`config.mk`:
```
export PLATFORM = sky130hd
export DESIGN_NAME = somt_dist_unit
export DESIGN_NICKNAME = d
export VERILOG_FILES = /design/src/spatial_object_merge_table_unit_assert.svh /design/src/somt_pkg.sv /design/src/somt_dist_unit.sv
export SDC_FILE = /design/constraint.sdc
export NUM_CORES = 2
export LEC_CHECK = 0
export BUFFER_PORTS_ARGS = -buffer_cell sky130_fd_sc_hd__buf_2
export CAP_MARGIN = 0
export CORE_UTILIZATION = 30
export DETAILED_ROUTE_END_ITERATION = 8
export PLACE_DENSITY_LB_ADDON = 0.1
export SLEW_MARGIN = 20
export SYNTH_ARGS = -nofsm -noshare
export SYNTH_HDL_FRONTEND = slang
export SYNTH_SLANG_ARGS = --single-unit
```
`constraint.sdc`:
```
create_clock -name i_clk -period 18.1 [get_ports i_clk]
set_input_delay 3.62 -clock i_clk [delete_from_list [all_inputs] [get_ports i_clk]]
set_output_delay 3.62 -clock i_clk [all_outputs]
set_load 0.005 [all_outputs]
```
`src/spatial_object_merge_table_unit_assert.svh`:
```
// ----------------------------------------------------------------------------
// Assertion macros for the spatial object merge table unit
// Clocked, reset-qualified concurrent checks used at the end of the top level.
// ----------------------------------------------------------------------------
`ifndef SPATIAL_OBJECT_MERGE_TABLE_UNIT_ASSERT_SVH
`define SPATIAL_OBJECT_MERGE_TABLE_UNIT_ASSERT_SVH

// Condition holds at every clock edge out of reset
`define SOMT_ASSERT_ALWAYS(lbl, clk, rst_n, cond, msg) \
    lbl: assert property (@(posedge clk) disable iff (!rst_n) (cond)) else $error(msg);

// Consequent holds in the same cycle as the antecedent
`define SOMT_ASSERT_IMPLY(lbl, clk, rst_n, ante, cons, msg) \
    lbl: assert property (@(posedge clk) disable iff (!rst_n) (ante) |-> (cons)) \
        else $error(msg);

// Consequent holds in the cycle after the antecedent
`define SOMT_ASSERT_NEXT(lbl, clk, rst_n, ante, cons, msg) \
    lbl: assert property (@(posedge clk) disable iff (!rst_n) (ante) |=> (cons)) \
        else $error(msg);

`endif

```
`src/somt_pkg.sv`:
```
// ----------------------------------------------------------------------------
// somt_pkg
// Shared types and constants of the spatial object merge table unit.
// ----------------------------------------------------------------------------
`default_nettype none

package somt_pkg;

    // Request codes carried in the mode field
    typedef enum logic [1:0] {
        MODE_OBJECT  = 2'd0,
        MODE_START   = 2'd1,
        MODE_STOP    = 2'd2,
        MODE_TRIGGER = 2'd3
    } t_mode;

    // Result kinds
    typedef enum logic [2:0] {
        KIND_ENTRY   = 3'd0,
        KIND_STARTED = 3'd1,
        KIND_STOPPED = 3'd2,
        KIND_DONE    = 3'd3,
        KIND_EMPTY   = 3'd4
    } t_kind;

    // Input transaction payload
    typedef struct packed {
        t_mode              mode;
        logic [7:0]         class_id;
        logic signed [15:0] pos_x;
        logic signed [15:0] pos_y;
        logic signed [15:0] pos_z;
        logic [15:0]        confidence;
    } t_in_item;

    // Output transaction payload
    typedef struct packed {
        t_kind              kind;
        logic [7:0]         entry_class;
        logic signed [15:0] entry_x;
        logic signed [15:0] entry_y;
        logic signed [15:0] entry_z;
        logic [15:0]        entry_confidence;
        logic               last;
    } t_out_item;

    // Stored position word
    typedef struct packed {
        logic signed [15:0] z;
        logic signed [15:0] y;
        logic signed [15:0] x;
    } t_pos;

    // Configuration bus
    localparam int unsigned PADDR_W = 3;
    localparam int unsigned PDATA_W = 32;
    localparam int unsigned DIST_W  = 15;
    localparam int unsigned LIMIT_W = 2 * DIST_W;

    localparam logic [0:0]         REG_MERGE_DISTANCE = 1'b0;
    localparam logic [DIST_W-1:0]  MERGE_DIST_RST     = 15'd20;
    localparam logic [LIMIT_W-1:0] LIMIT_RST          = LIMIT_W'(20 * 20);

    typedef struct packed {
        logic               psel;
        logic               penable;
        logic               pwrite;
        logic [PADDR_W-1:0] paddr;
        logic [PDATA_W-1:0] pwdata;
    } t_apb_req;

    // Distance unit control and result flags
    typedef struct packed {
        logic valid;
        logic flush;
    } t_dist_ctl;

    typedef struct packed {
        logic valid;
        logic hit;
        logic upgrade;
    } t_dist_res;

endpackage

`default_nettype wire

```
`src/somt_dist_unit.sv`:
```
// ----------------------------------------------------------------------------
// somt_dist_unit
// Shared two-stage squared-distance and confidence compare unit, one entry
// per cycle: squares the axis differences, then sums and tests the threshold.
// ----------------------------------------------------------------------------
`default_nettype none

module somt_dist_unit #(
    parameter int IDX_W = 5
) (
    input  logic                         i_clk,
    input  logic                         i_rst_n,
    input  somt_pkg::t_dist_ctl          i_ctl,
    input  logic [IDX_W-1:0]             i_idx,
    input  somt_pkg::t_pos               i_new_pos,
    input  somt_pkg::t_pos               i_entry_pos,
    input  logic [15:0]                  i_new_conf,
    input  logic [15:0]                  i_entry_conf,
    input  logic [somt_pkg::LIMIT_W-1:0] i_limit,
    output somt_pkg::t_dist_res          o_res,
    output logic [IDX_W-1:0]             o_idx
);
    import somt_pkg::*;

    logic signed [16:0] w_dx, w_dy, w_dz;
    logic signed [33:0] w_px, w_py, w_pz;
    logic [33:0]        w_sum;

    logic               r_s1_valid;
    logic               r_s1_upg;
    logic [IDX_W-1:0]   r_s1_idx;
    logic [31:0]        r_sq_x, r_sq_y, r_sq_z;

    t_dist_res          r_res;
    logic [IDX_W-1:0]   r_res_idx;

    // Stage 1: differences and squares
    assign w_dx = {i_new_pos.x[15], i_new_pos.x} - {i_entry_pos.x[15], i_entry_pos.x};
    assign w_dy = {i_new_pos.y[15], i_new_pos.y} - {i_entry_pos.y[15], i_entry_pos.y};
    assign w_dz = {i_new_pos.z[15], i_new_pos.z} - {i_entry_pos.z[15], i_entry_pos.z};
    assign w_px = w_dx * w_dx;
    assign w_py = w_dy * w_dy;
    assign w_pz = w_dz * w_dz;

    // Stage 2: sum of squares against threshold
    assign w_sum = {2'b00, r_sq_x} + {2'b00, r_sq_y} + {2'b00, r_sq_z};

    always_ff @(posedge i_clk) begin
        if (!i_rst_n) begin
            r_s1_valid <= 1'b0;
            r_res      <= '0;
        end else begin
            r_s1_valid    <= i_ctl.valid && !i_ctl.flush;
            r_res.valid   <= r_s1_valid && !i_ctl.flush;
            r_res.hit     <= w_sum < {{(34 - LIMIT_W){1'b0}}, i_limit};
            r_res.upgrade <= r_s1_upg;
        end
        // payload, no reset
        r_sq_x    <= w_px[31:0];
        r_sq_y    <= w_py[31:0];
        r_sq_z    <= w_pz[31:0];
        r_s1_upg  <= i_new_conf > i_entry_conf;
        r_s1_idx  <= i_idx;
        r_res_idx <= r_s1_idx;
    end

    assign o_res = r_res;
    assign o_idx = r_res_idx;

endmodule

`default_nettype wire

```
==> results by group <==
Hold path
  – Worst hold path cell count: 0
  – Hold path endpoint: o_idx[0]
  – Class of the tightest hold or removal check: flop to flop
  – Min-delay src: r_s1_idx[0]

Place
  – GP Congestion: 0.800
  – Half-perimeter wire length of the detailed placement result: 80700 um
  – Port buffer count: 174

Global route
  – M3 GR Usage: 1.64%
  – Antenna violations before repair: 5
  – Pin count of the biggest net entering global routing: 24
  – Routing usage on met1: 23.4%
  – Global-route wire length before repair: 148000 um
  – Met2 Usage GRT: 26.8%
  – Via count of the first global-routing pass: 26.6k
  – Grt total ovfl: 0
  – Total track usage: 16.2%
  – Grt peak-use layer: met2

Die
  – Number of rows created at floorplan: 125
  – Die Height: 344 um
  – Initial Util: 30.2%
  – Ports placed on the boundary: 175
  – Width of the die: 344 um
  – Area of the die: 118000 um2
  – Placeable core region: 116000 um2

Layout
  – Final core area utilization: 32.9%
  – Final layout net count: 5348
  – Area added between synthesis and finish: 8.95%
  – Share of cells above drive strength 1: 6.72%
  – Area taken by flip-flops and latches: 2160 um2
  – Layout fillers: 12.3k
  – Multi-input logic area: 28600 um2

Drt
  – Number of DRC markers in iteration 0: 1009
  – Number of vias per cell: 4.42
  – DRC: 0
  – Pre-Repair DR Iteration Count: 5
  – Sum of routed wire length over all layers: 91400 um
  – Routed wirelength normalized by instance count: 16.5 um
  – Routed Antenna Nets: 0
  – Via count: 24.5k

Worst setup path
  – Most prevalent standard cell on the critical path: sky130_fd_sc_hd__fa_1
  – Register-to-Register Path Depth: 19
  – Class of the most critical setup path: input port to flop
  – Reg-to-reg endpoint: o_res[1]
  – Required arrival time at the worst endpoint: 18410 ps
  – RR Startpoint: r_sq_z[6]
  – Register-to-register path setup slack: 13110 ps
  – Endpoint kind of the worst setup timing path: flop
  – Worst Setup Start Kind: input port
  – CP max FO: 23
  – CP max stage cell: sky130_fd_sc_hd__fa_1
  – Longest individual stage delay on the worst path: 540 ps
  – WP data arrival: 12490 ps

Clock network
  – CTS Root Cell: sky130_fd_sc_hd__clkbuf_16
  – CTS Sinks: 108
  – Number of cells upsized or downsized after cts: 0
  – Max Buffers Root-to-Sink: 2
  – Hold buffers post-CTS: 0
  – Post-CTS Setup Bufs: 0
  – TritonCTS Buffers: 9
  – Clock transition at path regs: 80 ps
  – CTS tree: done
  – Clock insertion delay at the later pin of the skew report: 380 ps
  – H-tree depth reported by CTS: 3

Synthesis
  – Post-Syn Area: 35100 um2
  – Top post-synthesis cells by area: sky130_fd_sc_hd__fa_1 46%, sky130_fd_sc_hd__ha_1 13%, sky130_fd_sc_hd__inv_1 11%
  – Synth area leader: sky130_fd_sc_hd__fa_1
  – Synth Warn #: 0
  – Number of register bits inferred by synthesis: 108
  – Post-synthesis async set-or-reset flop share: 0%
  – Synth top area share: 46.2%
  – Part of the Yosys area used for sequential elements: 6.17%
  – Per-instance average area after synthesis: 9.09 um2
  – Count of different cell masters after synthesis: 77
  – Leading register cell type out of synthesis: sky130_fd_sc_hd__dfxtp_1
  – Count of flip-flops with a built-in enable after synthesis: 0
  – Number of standard cells after synthesis: 3859

Timing
  – Pins Over Slew Limit: 0
  – Final number of hold-violating endpoints: 0
  – Final sum of negative setup slack: 0 ps
  – Min Clock Period, post-route: 12180 ps
  – Clock Skew: 7.77 ps
  – Slew at the pin closest to its max-slew limit: 982 ps
  – Headroom to the max-slew limit: 34.2%
  – Setup repair after global routing missed its margin: no
  – Achievable frequency: 0.0821 GHz
  – Period Utilization, post-route: 67.3%
  – Setup-violating endpoint count in the final report: 0

Job
  – Number of maximum-capacitance constraint violations: 0

Status
  – Outcome: finished clean
-- critical path: cells and delay by family --
| family | cells | cell delay [ps] |
|---|---|---|
| buf+inv | 8 | 650 |
| compound gates | 13 | 2720 |
| xor+xnor | 1 | 130 |
| fa+ha+maj | 9 | 3970 |
| simple gates | 6 | 1370 |
-- worst max-delay path by stage --
stage / startpoint / endpoint / slack, ps / cells after the start
4_1_cts: i_new_pos[32] / r_sq_z[29] / 5830 / 37
5_1_grt: i_new_pos[32] / r_sq_z[29] / 5160 / 37
3_3_place_gp: i_new_pos[32] / r_sq_z[29] / 5610 / 37
3_5_place_dp: i_new_pos[32] / r_sq_z[29] / 5420 / 37
6_report: i_new_pos[32] / r_sq_z[29] / 5920 / 37
2_1_floorplan: i_new_pos[32] / r_sq_z[29] / 6430 / 36
-- registers in the layout, indices dropped and copies added, names as in the netlist --
register and cells:
r_sq_x 31, r_sq_y 31, r_sq_z 31, o_idx 5
r_s1_idx 5, o_res 3, r_s1_upg 1, r_s1_valid 1
-- placed cells by master, fill, tap and decap left out, types with 6 or more instances in the layout --
master	netlist	routed
sky130_fd_sc_hd__a211o_1	6	6
sky130_fd_sc_hd__a211oi_1	17	17
sky130_fd_sc_hd__a21o_1	63	63
sky130_fd_sc_hd__a21oi_1	117	116
sky130_fd_sc_hd__a31oi_1	13	13
sky130_fd_sc_hd__and2_1	6	6
sky130_fd_sc_hd__and3_1	12	12
sky130_fd_sc_hd__buf_2	6	174
sky130_fd_sc_hd__buf_4	0	42
sky130_fd_sc_hd__clkbuf_16	0	9
sky130_fd_sc_hd__dfxtp_1	108	108
sky130_fd_sc_hd__fa_1	809	809
sky130_fd_sc_hd__ha_1	357	357
sky130_fd_sc_hd__inv_1	1073	1073
sky130_fd_sc_hd__inv_2	11	11
sky130_fd_sc_hd__nand2_1	280	280
sky130_fd_sc_hd__nand2b_1	26	26
sky130_fd_sc_hd__nand3_1	31	31
sky130_fd_sc_hd__nand4_1	12	12
sky130_fd_sc_hd__nor2_1	365	365
sky130_fd_sc_hd__nor2b_1	23	23
sky130_fd_sc_hd__nor3_1	29	29
sky130_fd_sc_hd__o211ai_1	13	13
sky130_fd_sc_hd__o21a_1	35	35
sky130_fd_sc_hd__o21ai_0	73	73
sky130_fd_sc_hd__o21bai_1	11	11
sky130_fd_sc_hd__o31ai_1	10	10
sky130_fd_sc_hd__or2_2	6	6
sky130_fd_sc_hd__or3_1	17	17
sky130_fd_sc_hd__xnor2_1	135	134
sky130_fd_sc_hd__xor2_1	49	47
-- metrics by stage --
step / instance area (um2) / setup slack (ps) / hold slack (ps) / cells
2_1_floorplan: 35100 / 6430 / 310 / 3860
3_3_place_gp: 37900 / 5610 / 310 / 5528
3_5_place_dp: 37900 / 5420 / 315 / 5528
4_1_cts: 38200 / 5830 / 331 / 5544
5_1_grt: 38200 / 5160 / 337 / 5544
6_report: 38200 / 5920 / 329 / 5545
-- cell families (layout without fill, tap and decap cells) --
logic type                 Yosys count  count (layout)  synth area share, %
adders and majority gates         1166            1166                 58.9
buffers and inverters             1160            1320                 12.4
and+or+nand+nor                    828             828                 10.1
AOI/OAI and AO/OA                  406             406                 7.57
xor gates and xnor gates           187             187                 4.77
DFF                                108             108                 6.17
other                                2               4               0.0214
muxes                                2               2               0.0571
-- metal layers --
layer  share of wire, %  routed length (um)
met2                 47               42600
met4               0.88                 803
met1                 49               45100
met3                3.2                2930
met5                  0                   0
-- final cells by class --
type                       count  share of cell area, %
timing repair buffer         216                   3.10
inverter                    1088                   10.7
clock buffer                  10                  0.599
multi-input combinational   2592                   74.8
sequential                   108                   5.66
tap                         1524                   4.99
clock inverter                 6                  0.157
antenna                        1                0.00655
-- cell usage after synthesis (13+ instances only) --
cell type,n
sky130_fd_sc_hd__or3_1,17
sky130_fd_sc_hd__xnor2_1,135
sky130_fd_sc_hd__nand2_1,280
sky130_fd_sc_hd__nor3_1,29
sky130_fd_sc_hd__a31oi_1,13
sky130_fd_sc_hd__ha_1,357
sky130_fd_sc_hd__a211oi_1,17
sky130_fd_sc_hd__nor2_1,365
sky130_fd_sc_hd__fa_1,809
sky130_fd_sc_hd__nor2b_1,23
sky130_fd_sc_hd__clkbuf_1,65
sky130_fd_sc_hd__dfxtp_1,108
sky130_fd_sc_hd__xor2_1,49
sky130_fd_sc_hd__a21oi_1,117
sky130_fd_sc_hd__o21ai_0,73
sky130_fd_sc_hd__o211ai_1,13
sky130_fd_sc_hd__nand3_1,31
sky130_fd_sc_hd__nand2b_1,26
sky130_fd_sc_hd__inv_1,1073
sky130_fd_sc_hd__o21a_1,35
sky130_fd_sc_hd__a21o_1,63
Power is left out: the tool's default activity adds up to more than one toggle a clock period on the data nets, which glitch-free logic cannot reach.
