===== src/spatial_object_merge_table_unit_assert.svh =====
// ----------------------------------------------------------------------------
// Assertion macros for the spatial object merge table unit
// Clocked, reset-qualified concurrent checks used at the end of the top level.
// ----------------------------------------------------------------------------
`ifndef SPATIAL_OBJECT_MERGE_TABLE_UNIT_ASSERT_SVH
`define SPATIAL_OBJECT_MERGE_TABLE_UNIT_ASSERT_SVH

// Condition holds at every clock edge out of reset
`define SOMT_ASSERT_ALWAYS(lbl, clk, rst_n, cond, msg) \
    lbl: assert property (@(posedge clk) disable iff (!rst_n) (cond)) else $error(msg);

// Consequent holds in the same cycle as the antecedent
`define SOMT_ASSERT_IMPLY(lbl, clk, rst_n, ante, cons, msg) \
    lbl: assert property (@(posedge clk) disable iff (!rst_n) (ante) |-> (cons)) \
        else $error(msg);

// Consequent holds in the cycle after the antecedent
`define SOMT_ASSERT_NEXT(lbl, clk, rst_n, ante, cons, msg) \
    lbl: assert property (@(posedge clk) disable iff (!rst_n) (ante) |=> (cons)) \
        else $error(msg);

`endif


===== src/somt_pkg.sv =====
// ----------------------------------------------------------------------------
// somt_pkg
// Shared types and constants of the spatial object merge table unit.
// ----------------------------------------------------------------------------
`default_nettype none

package somt_pkg;

    // Request codes carried in the mode field
    typedef enum logic [1:0] {
        MODE_OBJECT  = 2'd0,
        MODE_START   = 2'd1,
        MODE_STOP    = 2'd2,
        MODE_TRIGGER = 2'd3
    } t_mode;

    // Result kinds
    typedef enum logic [2:0] {
        KIND_ENTRY   = 3'd0,
        KIND_STARTED = 3'd1,
        KIND_STOPPED = 3'd2,
        KIND_DONE    = 3'd3,
        KIND_EMPTY   = 3'd4
    } t_kind;

    // Input transaction payload
    typedef struct packed {
        t_mode              mode;
        logic [7:0]         class_id;
        logic signed [15:0] pos_x;
        logic signed [15:0] pos_y;
        logic signed [15:0] pos_z;
        logic [15:0]        confidence;
    } t_in_item;

    // Output transaction payload
    typedef struct packed {
        t_kind              kind;
        logic [7:0]         entry_class;
        logic signed [15:0] entry_x;
        logic signed [15:0] entry_y;
        logic signed [15:0] entry_z;
        logic [15:0]        entry_confidence;
        logic               last;
    } t_out_item;

    // Stored position word
    typedef struct packed {
        logic signed [15:0] z;
        logic signed [15:0] y;
        logic signed [15:0] x;
    } t_pos;

    // Configuration bus
    localparam int unsigned PADDR_W = 3;
    localparam int unsigned PDATA_W = 32;
    localparam int unsigned DIST_W  = 15;
    localparam int unsigned LIMIT_W = 2 * DIST_W;

    localparam logic [0:0]         REG_MERGE_DISTANCE = 1'b0;
    localparam logic [DIST_W-1:0]  MERGE_DIST_RST     = 15'd20;
    localparam logic [LIMIT_W-1:0] LIMIT_RST          = LIMIT_W'(20 * 20);

    typedef struct packed {
        logic               psel;
        logic               penable;
        logic               pwrite;
        logic [PADDR_W-1:0] paddr;
        logic [PDATA_W-1:0] pwdata;
    } t_apb_req;

    // Distance unit control and result flags
    typedef struct packed {
        logic valid;
        logic flush;
    } t_dist_ctl;

    typedef struct packed {
        logic valid;
        logic hit;
        logic upgrade;
    } t_dist_res;

endpackage

`default_nettype wire


===== src/somt_apb_regs.sv =====
// ----------------------------------------------------------------------------
// somt_apb_regs
// Merge distance register and its registered square used as the threshold.
// ----------------------------------------------------------------------------
`default_nettype none

module somt_apb_regs (
    input  logic                           i_clk,
    input  logic                           i_rst_n,
    input  somt_pkg::t_apb_req             i_apb,
    output logic [somt_pkg::PDATA_W-1:0]   o_prdata,
    output logic [somt_pkg::LIMIT_W-1:0]   o_limit
);
    import somt_pkg::*;

    logic [DIST_W-1:0]  r_merge_distance;
    logic [LIMIT_W-1:0] r_limit;
    logic [0:0]         w_reg_idx;
    logic               w_wr;

    assign w_reg_idx = i_apb.paddr[PADDR_W-1:2];
    assign w_wr      = i_apb.psel && i_apb.penable && i_apb.pwrite;

    // Register write and threshold square
    always_ff @(posedge i_clk) begin
        if (!i_rst_n) begin
            r_merge_distance <= MERGE_DIST_RST;
            r_limit          <= LIMIT_RST;
        end else begin
            if (w_wr && (w_reg_idx == REG_MERGE_DISTANCE)) begin
                r_merge_distance <= i_apb.pwdata[DIST_W-1:0];
            end
            r_limit <= {{DIST_W{1'b0}}, r_merge_distance}
                     * {{DIST_W{1'b0}}, r_merge_distance};
        end
    end

    // Read back
    always_comb begin
        if (w_reg_idx == REG_MERGE_DISTANCE) begin
            o_prdata = {{(PDATA_W - DIST_W){1'b0}}, r_merge_distance};
        end else begin
            o_prdata = '0;
        end
    end

    assign o_limit = r_limit;

endmodule

`default_nettype wire


===== config.mk =====
export PLATFORM = sky130hd
export DESIGN_NAME = somt_apb_regs
export DESIGN_NICKNAME = d
export VERILOG_FILES = /design/src/spatial_object_merge_table_unit_assert.svh /design/src/somt_pkg.sv /design/src/somt_apb_regs.sv
export SDC_FILE = /design/constraint.sdc
export NUM_CORES = 1
export LEC_CHECK = 0
export BUFFER_PORTS_ARGS = -buffer_cell sky130_fd_sc_hd__buf_2
export CORE_MARGIN = 4
export CORE_UTILIZATION = 55
export DETAILED_ROUTE_END_ITERATION = 6
export GPL_ROUTABILITY_DRIVEN = 0
export HOLD_SLACK_MARGIN = 0.06
export MAX_ROUTING_LAYER = met4
export PLACE_DENSITY_LB_ADDON = 0.08
export SETUP_SLACK_MARGIN = 0.4
export SLEW_MARGIN = 10
export SYNTH_ARGS = -nofsm -noshare
export SYNTH_HDL_FRONTEND = slang
export SYNTH_SLANG_ARGS = --single-unit

===== constraint.sdc =====
create_clock -name i_clk -period 6 [get_ports i_clk]
set_input_delay 1.8 -clock i_clk [delete_from_list [all_inputs] [get_ports i_clk]]
set_output_delay 1.8 -clock i_clk [all_outputs]
set_load 0.03 [all_outputs]

==> out/summary.log, run 1 <==
[outcome] status completed
[logic_synthesis] biggest area consumer among synthesized cells fa_1
[floorplan] Initial Utilization 55.8%
[cts] Max Root-Sink Buffers 2
[timing] setup slack of the critical path after layout 545 ps
[logic_synthesis] number of flops mapped to enable cells by yosys 0
[logic_synthesis] number of distinct library cells after synthesis 61
[detailed_routing] detailed-route via count 6091
[floorplan] Core Region 0.0145 mm^2
[floorplan] Top-Level Pins 102
[timing] total negative slack for setup checks 0 ps
[grt] number of global-route vias before repair 6153
[floorplan] Chip Width 129 um
[logic_synthesis] count of yosys warnings during synthesis 0
[layout] leading cell type in the layout, fill and taps excluded inv_1
[cts] deepest level of the CTS H-tree 2
[grt] wire length of the first global-routing pass 30400 um
[logic_synthesis] Avg Cell Area, Syn 8.73 um^2
[power] leakage power summed over all cells 0.00504 uW
[grt] antenna violations before repair 0
[grt] total congestion overflow 0
[power] maximum VDD drop 0.000159 V
[detailed_routing] wire per inst 15.6 um
[layout] Finished Layout Cells 1190
[timing] Setup-failing EPs final 0
[detailed_routing] post-detailed-routing wire length 18600 um
[timing] actual slew at the worst max-slew pin 851 ps
[timing] final worst clock skew 15.1 ps
[layout] commonest non-fill, non-tap cells in the layout inv_1, fa_1, nand2_1, ha_1, buf_2
[logic_synthesis] sequential cell area fraction in the yosys report 10.9%
[cts] number of buffers added by the clock tree synthesis step 5
[logic_synthesis] Top FF cell, synth dfxtp_1
[grt] pin count of the biggest net entering global routing 27
[layout] number of nets in the layout 1273
[setup_path] crit path DAT 5640 ps
[floorplan] standard-cell rows 44
[layout] diodes inserted 0
[timing] setup repair after global routing missed its margin yes
[placement] number of buffers added on ports 64
[logic_synthesis] cell count after synthesis 925
[layout] fraction of final layout cells with drive strength greater than 1 18.3%
[hold_path] class of the tightest hold or removal check register to register
[detailed_routing] Remaining DRCs 0
[cts] clock tree from TritonCTS built
[setup_path] Critical Path Source Type register
[cts] clock latency at the later pin of the worst-skew pair 310 ps
[logic_synthesis] combined area of all synthesized cells 0.00808 mm^2
[setup_path] register-to-register setup slack 540 ps
[logic_synthesis] proportion of synthesized flip-flops having asynchronous set or reset 0%
[logic_synthesis] share of the synthesized area in the top cell type 33.5%
[timing] fin. max-slew vios 0
[floorplan] DIE AREA 0.0167 mm^2
[placement] number of cells after detailed placement 1173
[logic_synthesis] biggest area contributors in the synthesized netlist fa_1, ha_1, dfxtp_1
[setup_path] kind of end point of the critical path register
[cts] clock slew at the register clock pins of the worst setup and hold paths 80 ps
[cts] clock tree sinks 44
[timing] count of endpoints failing hold in the final timing report 0
[setup_path] crit path kind register to register
[detailed_routing] number of violations reported at the end of detailed-routing iteration 0 277
[run] Max-cap violations 0
[timing] final worst path period need 5460 ps
[placement] pre-CTS WS 270 ps
[power] power density of the placed cells 97.3 mW/mm^2
[detailed_routing] number of detailed-route iterations in the first pass 5
[detailed_routing] vias per inst 5.12
[setup_path] Worst EP required 6190 ps
[hold_path] cell depth of the worst min-delay path 2
[timing] maximum frequency from static timing analysis 183 MHz
[timing] Max transition margin 42.9%
[placement] half-perimeter wire length of the detailed placement result 15300 um
[detailed_routing] number of routed nets with antenna violations 0
[cts] clk root buf clkbuf_16
[timing] Period Utilization, post-route 90.9%
[setup_path] r2r worst-path depth 20
[logic_synthesis] #FFs+latches synth 44
[layout] Area Overhead vs Synth 13.1%
[cts] hold-fix buffer count after cts 0
[setup_path] maximum fanout along the worst path 7
[floorplan] overall die height 129 um
[grt] Total GRT Usage 23.9%
state kept, by name (all words and copies together) (netlist names):
| signal | flops |
|---|---|
| o_limit | 29 |
| r_merge_distance | 15 |
per-layer routing:
layer | part of all wire, % | global-route usage, % | wire length, um
met1 | 44 | 32.2 | 8250
met2 | 49 | 38.7 | 9130
met5 | 0 | - | 0
met3 | 4.6 | 3.01 | 856
met4 | 1.9 | 5.74 | 353
report_power, final:
group,switching [uW],internal [uW],total (uW)
clock,142,199,340
combinational,150,91.4,241
sequential,8.70,299,308
total,300,589,889
path summary, 6_finish.rpt:
kind / start / endpoint
worst min register to register: r_merge_distance[14] / r_merge_distance[14]
worst max-delay path: r_merge_distance[10] / o_limit[28]
worst max register to register: r_merge_distance[10] / o_limit[28]
worst min-delay path: r_merge_distance[14] / r_merge_distance[14]
what timing repair did:
| action | 4_1_cts | 5_1_grt |
|---|---|---|
| setup buffers | 0 | 9 |
| resized for setup | 13 | 72 |
| setup endpoints to repair | 13 | 16 |
| pin swaps | 0 | 21 |
worst max-delay path, cell delays in order, from the launching register on:
cell and delay (ps):
dfxtp_4 380, and2_1 200, fa_1 520, inv_1 60
fa_1 530, inv_1 50, fa_1 500, inv_2 40
fa_1 470, inv_1 50, fa_1 510, inv_2 40
fa_1 520, inv_2 50, ha_4 280, o21a_1 130
nor2_2 50, or4_4 430, o21ai_4 220, a41oi_2 160
mux2i_1 150
logic make-up (layout without fill, tap and decap cells):
logic type / Yosys count / after routing / share of synthesized area [%]
xor gates and xnor gates: 24 / 24 / 2.60
other: 1 / 18 / 0.0464
and+or+nand+nor: 261 / 261 / 15.6
muxes: 10 / 10 / 1.25
DFF: 44 / 44 / 10.9
AOI/OAI and AO/OA: 98 / 98 / 8.25
buffers and inverters: 259 / 323 / 13.5
adders and majority gates: 228 / 228 / 47.9
stage by stage:
step / power (uW) / area, um^2 / utilization (%) / hold WS [ps]
after detailed placement: 540 / 8640 / 59.7 / 526
after global routing: 936 / 9140 / 63.1 / 568
after CTS: 888 / 8840 / 61.1 / 539
after floorplan: 487 / 8140 / - / 484
final: 889 / 9140 / 63.1 / 535
after global placement: 539 / 8640 / 59.7 / 521
cells in the mapped netlist (2+ instances only):
cell type / n
nand2_1: 118
buf_2: 2
clkbuf_1: 25
a21o_1: 13
nor3b_1: 2
o21a_1: 7
nand4b_1: 2
and2_1: 43
nand4_1: 5
nand2b_1: 9
o21ai_0: 5
xor2_1: 9
fa_1: 135
nor2b_1: 13
nand3_1: 6
buf_6: 2
o31ai_1: 3
xnor2_1: 15
clkbuf_8: 2
nor2_1: 40
mux2i_1: 9
or2_2: 2
o21bai_1: 4
buf_4: 19
nor3_1: 9
o211ai_1: 6
a31oi_1: 5
dfxtp_1: 44
a211oi_1: 6
inv_1: 207
ha_1: 93
a21oi_1: 36
final cells by class:
| type | count | area [um^2] |
|---|---|---|
| fillers | 1306 | 5340 |
| multi-input cells | 639 | 6350 |
| clock inverters | 3 | 46.3 |
| repair buffers | 108 | 682 |
| clock buffers | 5 | 125 |
| well taps | 184 | 230 |
| flip-flops and latches | 44 | 923 |
| inverters | 207 | 779 |
Note: power is estimated with default switching activity, not from simulation.
==> run 2: changes to the inputs <==
--- a/config.mk
+++ b/config.mk
@@ -6,13 +6,15 @@
 export NUM_CORES = 1
 export LEC_CHECK = 0
 export BUFFER_PORTS_ARGS = -buffer_cell sky130_fd_sc_hd__buf_2
+export CELL_PAD_IN_SITES_DETAIL_PLACEMENT = 0
+export CELL_PAD_IN_SITES_GLOBAL_PLACEMENT = 1
 export CORE_MARGIN = 4
-export CORE_UTILIZATION = 55
+export CORE_UTILIZATION = 42
 export DETAILED_ROUTE_END_ITERATION = 6
 export GPL_ROUTABILITY_DRIVEN = 0
 export HOLD_SLACK_MARGIN = 0.06
 export MAX_ROUTING_LAYER = met4
-export PLACE_DENSITY_LB_ADDON = 0.08
+export PLACE_DENSITY_LB_ADDON = 0.1
 export SETUP_SLACK_MARGIN = 0.4
 export SLEW_MARGIN = 10
 export SYNTH_ARGS = -nofsm -noshare
==> run 2 against run 1 <==
  * Combinational power is essentially flat
  * Flip-flop and latch count is the same
  * Wire length grew 5.1%
  * Non-clock buffer count grew 15
  * Sequential power is essentially flat
  * Highest routed layer unchanged
  * Core utilization shrank 13 points
  * Count of clock-buffer cells in the layout is the same
  * Largest power group unchanged
  * Power grew 1.4%
  * Cell count grew 7.6%
  * Register-to-register slack lost 60 ps
==> out/summary.log, run 2 (synthesis gave the netlist of run 1 again) <==
[outcome] status completed
[layout] commonest non-fill, non-tap cells in the layout inv_1, fa_1, nand2_1, ha_1, buf_2
[grt] total congestion overflow 0 [unchanged]
[grt] number of global-route vias before repair 6287 [+2.2%]
[placement] half-perimeter wire length of the detailed placement result 16400 um [+7.2%]
[cts] deepest level of the CTS H-tree 2 [unchanged]
[setup_path] Worst EP required 6170 ps [-20 ps]
[floorplan] Initial Utilization 42.9% [-13 points]
[hold_path] class of the tightest hold or removal check register to register
[cts] clock tree sinks 44 [unchanged]
[grt] wire length of the first global-routing pass 32500 um [+6.8%]
[timing] final worst path period need 5510 ps [+56.5 ps]
[detailed_routing] vias per inst 4.75 [-7.2%]
[layout] Area Overhead vs Synth 16.0%
[grt] met3 layer usage reported by global route 1.42% [-1.6 points]
[setup_path] number of buffers and inverters on the critical path 7 [+1]
[timing] setup repair after global routing missed its margin yes
[floorplan] Top-Level Pins 102 [unchanged]
[layout] Final Cell Area 0.00937 mm^2 [+2.5%]
[detailed_routing] wire per inst 15.3 um [-2.3%]
[grt] pin count of the biggest net entering global routing 32 [+19%]
[detailed_routing] number of routed nets with antenna violations 0 [unchanged]
[floorplan] overall die height 147 um [+14%]
[power] leakage power summed over all cells 0.00512 uW [+1.6%]
[timing] count of endpoints failing hold in the final timing report 0 [unchanged]
[layout] diodes inserted 0 [unchanged]
[setup_path] startpoint of the worst-slack reg-to-reg timing path r_merge_distance[10]
[cts] Max Root-Sink Buffers 2 [unchanged]
[setup_path] crit-path cells and2_4 > fa_1 > inv_2 > fa_1 > inv_2 > fa_1 > inv_1 > fa_1 > inv_1 > fa_1 > inv_1 > fa_1 > inv_2 > ha_4 > o21a_1 > nor2_1 > or4_4 > o21ai_4 > buf_4 > xnor2_2 > nor2_1
[placement] pre-CTS WS 169 ps [-101 ps]
[setup_path] family of cells with the greatest summed delay on the critical path adder cells
[setup_path] CP peak stage delay 550 ps [+20 ps]
[grt] met1 usage 26.9% [-5.3 points]
[grt] GR peak layer met2
[grt] antenna violations before repair 0 [unchanged]
[layout] flip-flop count of the largest register after layout 29 [unchanged]
[power] power density of the placed cells 96.3 mW/mm^2 [-1.1%]
[grt] met2 usage 31.3% [-7.4 points]
[layout] fraction of final layout cells with drive strength greater than 1 20.0% [+1.7 points]
[cts] clock tree from TritonCTS built
[cts] clock slew at the register clock pins of the worst setup and hold paths 70 ps [about the same]
[hold_path] Min-Delay Startpoint r_merge_distance[0]
[timing] Setup-failing EPs final 0 [unchanged]
[floorplan] Core Region 0.0188 mm^2 [+30%]
[floorplan] DIE AREA 0.0215 mm^2 [+29%]
[power] power consumption 902 uW [+1.4%]
[detailed_routing] post-detailed-routing wire length 19500 um [+5.1%]
[timing] fin. max-slew vios 0 [unchanged]
[setup_path] maximum fanout along the worst path 7 [unchanged]
[timing] final worst clock skew 6.43 ps [-8.65 ps]
[cts] number of buffers added by the clock tree synthesis step 5 [unchanged]
[power] maximum VDD drop 0.000108 V [-32%]
[timing] setup slack of the critical path after layout 488 ps [-56.5 ps]
[setup_path] crit path DAT 5680 ps [+40 ps]
[setup_path] Critical Path Source Type register
[timing] Max transition margin 42.8% [-0.16 points]
[setup_path] most frequent CP cell fa_1
[setup_path] crit path kind register to register
[setup_path] origin of the worst setup path r_merge_distance[10]
[layout] number of nets in the layout 1288 [+1.2%]
[timing] total negative slack for setup checks 0 ps [unchanged]
[cts] clk root buf clkbuf_16
[placement] cell area after placement 0.00884 mm^2 [+2.3%]
[grt] Total GRT Usage 19.2% [-4.6 points]
[timing] Period Utilization, post-route 91.9% [+0.94 points]
[timing] maximum frequency from static timing analysis 181 MHz [-1.0%]
[placement] number of buffers added on ports 64 [unchanged]
[detailed_routing] detailed-route via count 6083 [-0.13%]
[run] Max-cap violations 0 [unchanged]
[detailed_routing] number of detailed-route iterations in the first pass 4 [-1]
[setup_path] slowest cell on the critical path fa_1
[timing] actual slew at the worst max-slew pin 854 ps [+2.40 ps]
[detailed_routing] number of violations reported at the end of detailed-routing iteration 0 206 [-26%]
[layout] leading cell type in the layout, fill and taps excluded inv_1
[floorplan] Chip Width 147 um [+14%]
[setup_path] kind of end point of the critical path register
[cts] clock latency at the later pin of the worst-skew pair 290 ps [-20 ps]
[floorplan] standard-cell rows 50 [+14%]
[detailed_routing] Remaining DRCs 0 [unchanged]
run 2: timing repair:
item	in CTS	in global routing
gates cloned	0	0
resized for setup	27	52
setup endpoints to repair	13	12
setup buffers	4	6
hold buffers	0	0
pin swaps	3	18
hold endpoints to repair	0	0
run 2: worst min-delay path: stages (launching register included):
cell	delay, ps
dfxtp_2	360
nand2_1	70
a21oi_1	60
run 2: area by class of cell:
type | count | area [um^2]
Inverter | 207 | 777
Clock buffer | 5 | 125
Timing Repair Buffer | 123 | 782
Tap cell | 260 | 325
Fill cell | 1854 | 9460
Sequential cell | 44 | 921
Multi-Input combinational cell | 639 | 6380
Clock inverter | 2 | 60.1
run 2: per-stage QoR:
stage / util [%] / cells / hold slack [ps]
6_report: 49.7 / 1280 / 524
5_1_grt: 49.7 / 1280 / 538
4_1_cts: 48.5 / 1274 / 518
3_5_place_dp: 47.0 / 1263 / 563
3_3_place_gp: 47.0 / 1263 / 551
2_1_floorplan: - / 942 / 484
run 2: final timing paths:
kind                                            end  slack, ps  depth (start not counted)
worst max-delay path                    o_limit[20]        490                         21
worst min-delay path            r_merge_distance[0]        520                          2
worst max register to register          o_limit[20]        490                         21
worst min register to register  r_merge_distance[0]        520                          2
run 2: power by group:
part           switching, uW  total [uW]  internal, uW
Sequential              8.55         309           300
Clock                    117         354           236
Combinational            152         240          87.9
Total                    277         902           624
run 2: metal layers:
metal | vias up | share of wire, %
met5 | - | 0
met4 | 0 | 1.4
met3 | 23 | 2.8
met2 | 89 | 49
met1 | 2982 | 47
li1 | 2989 | -
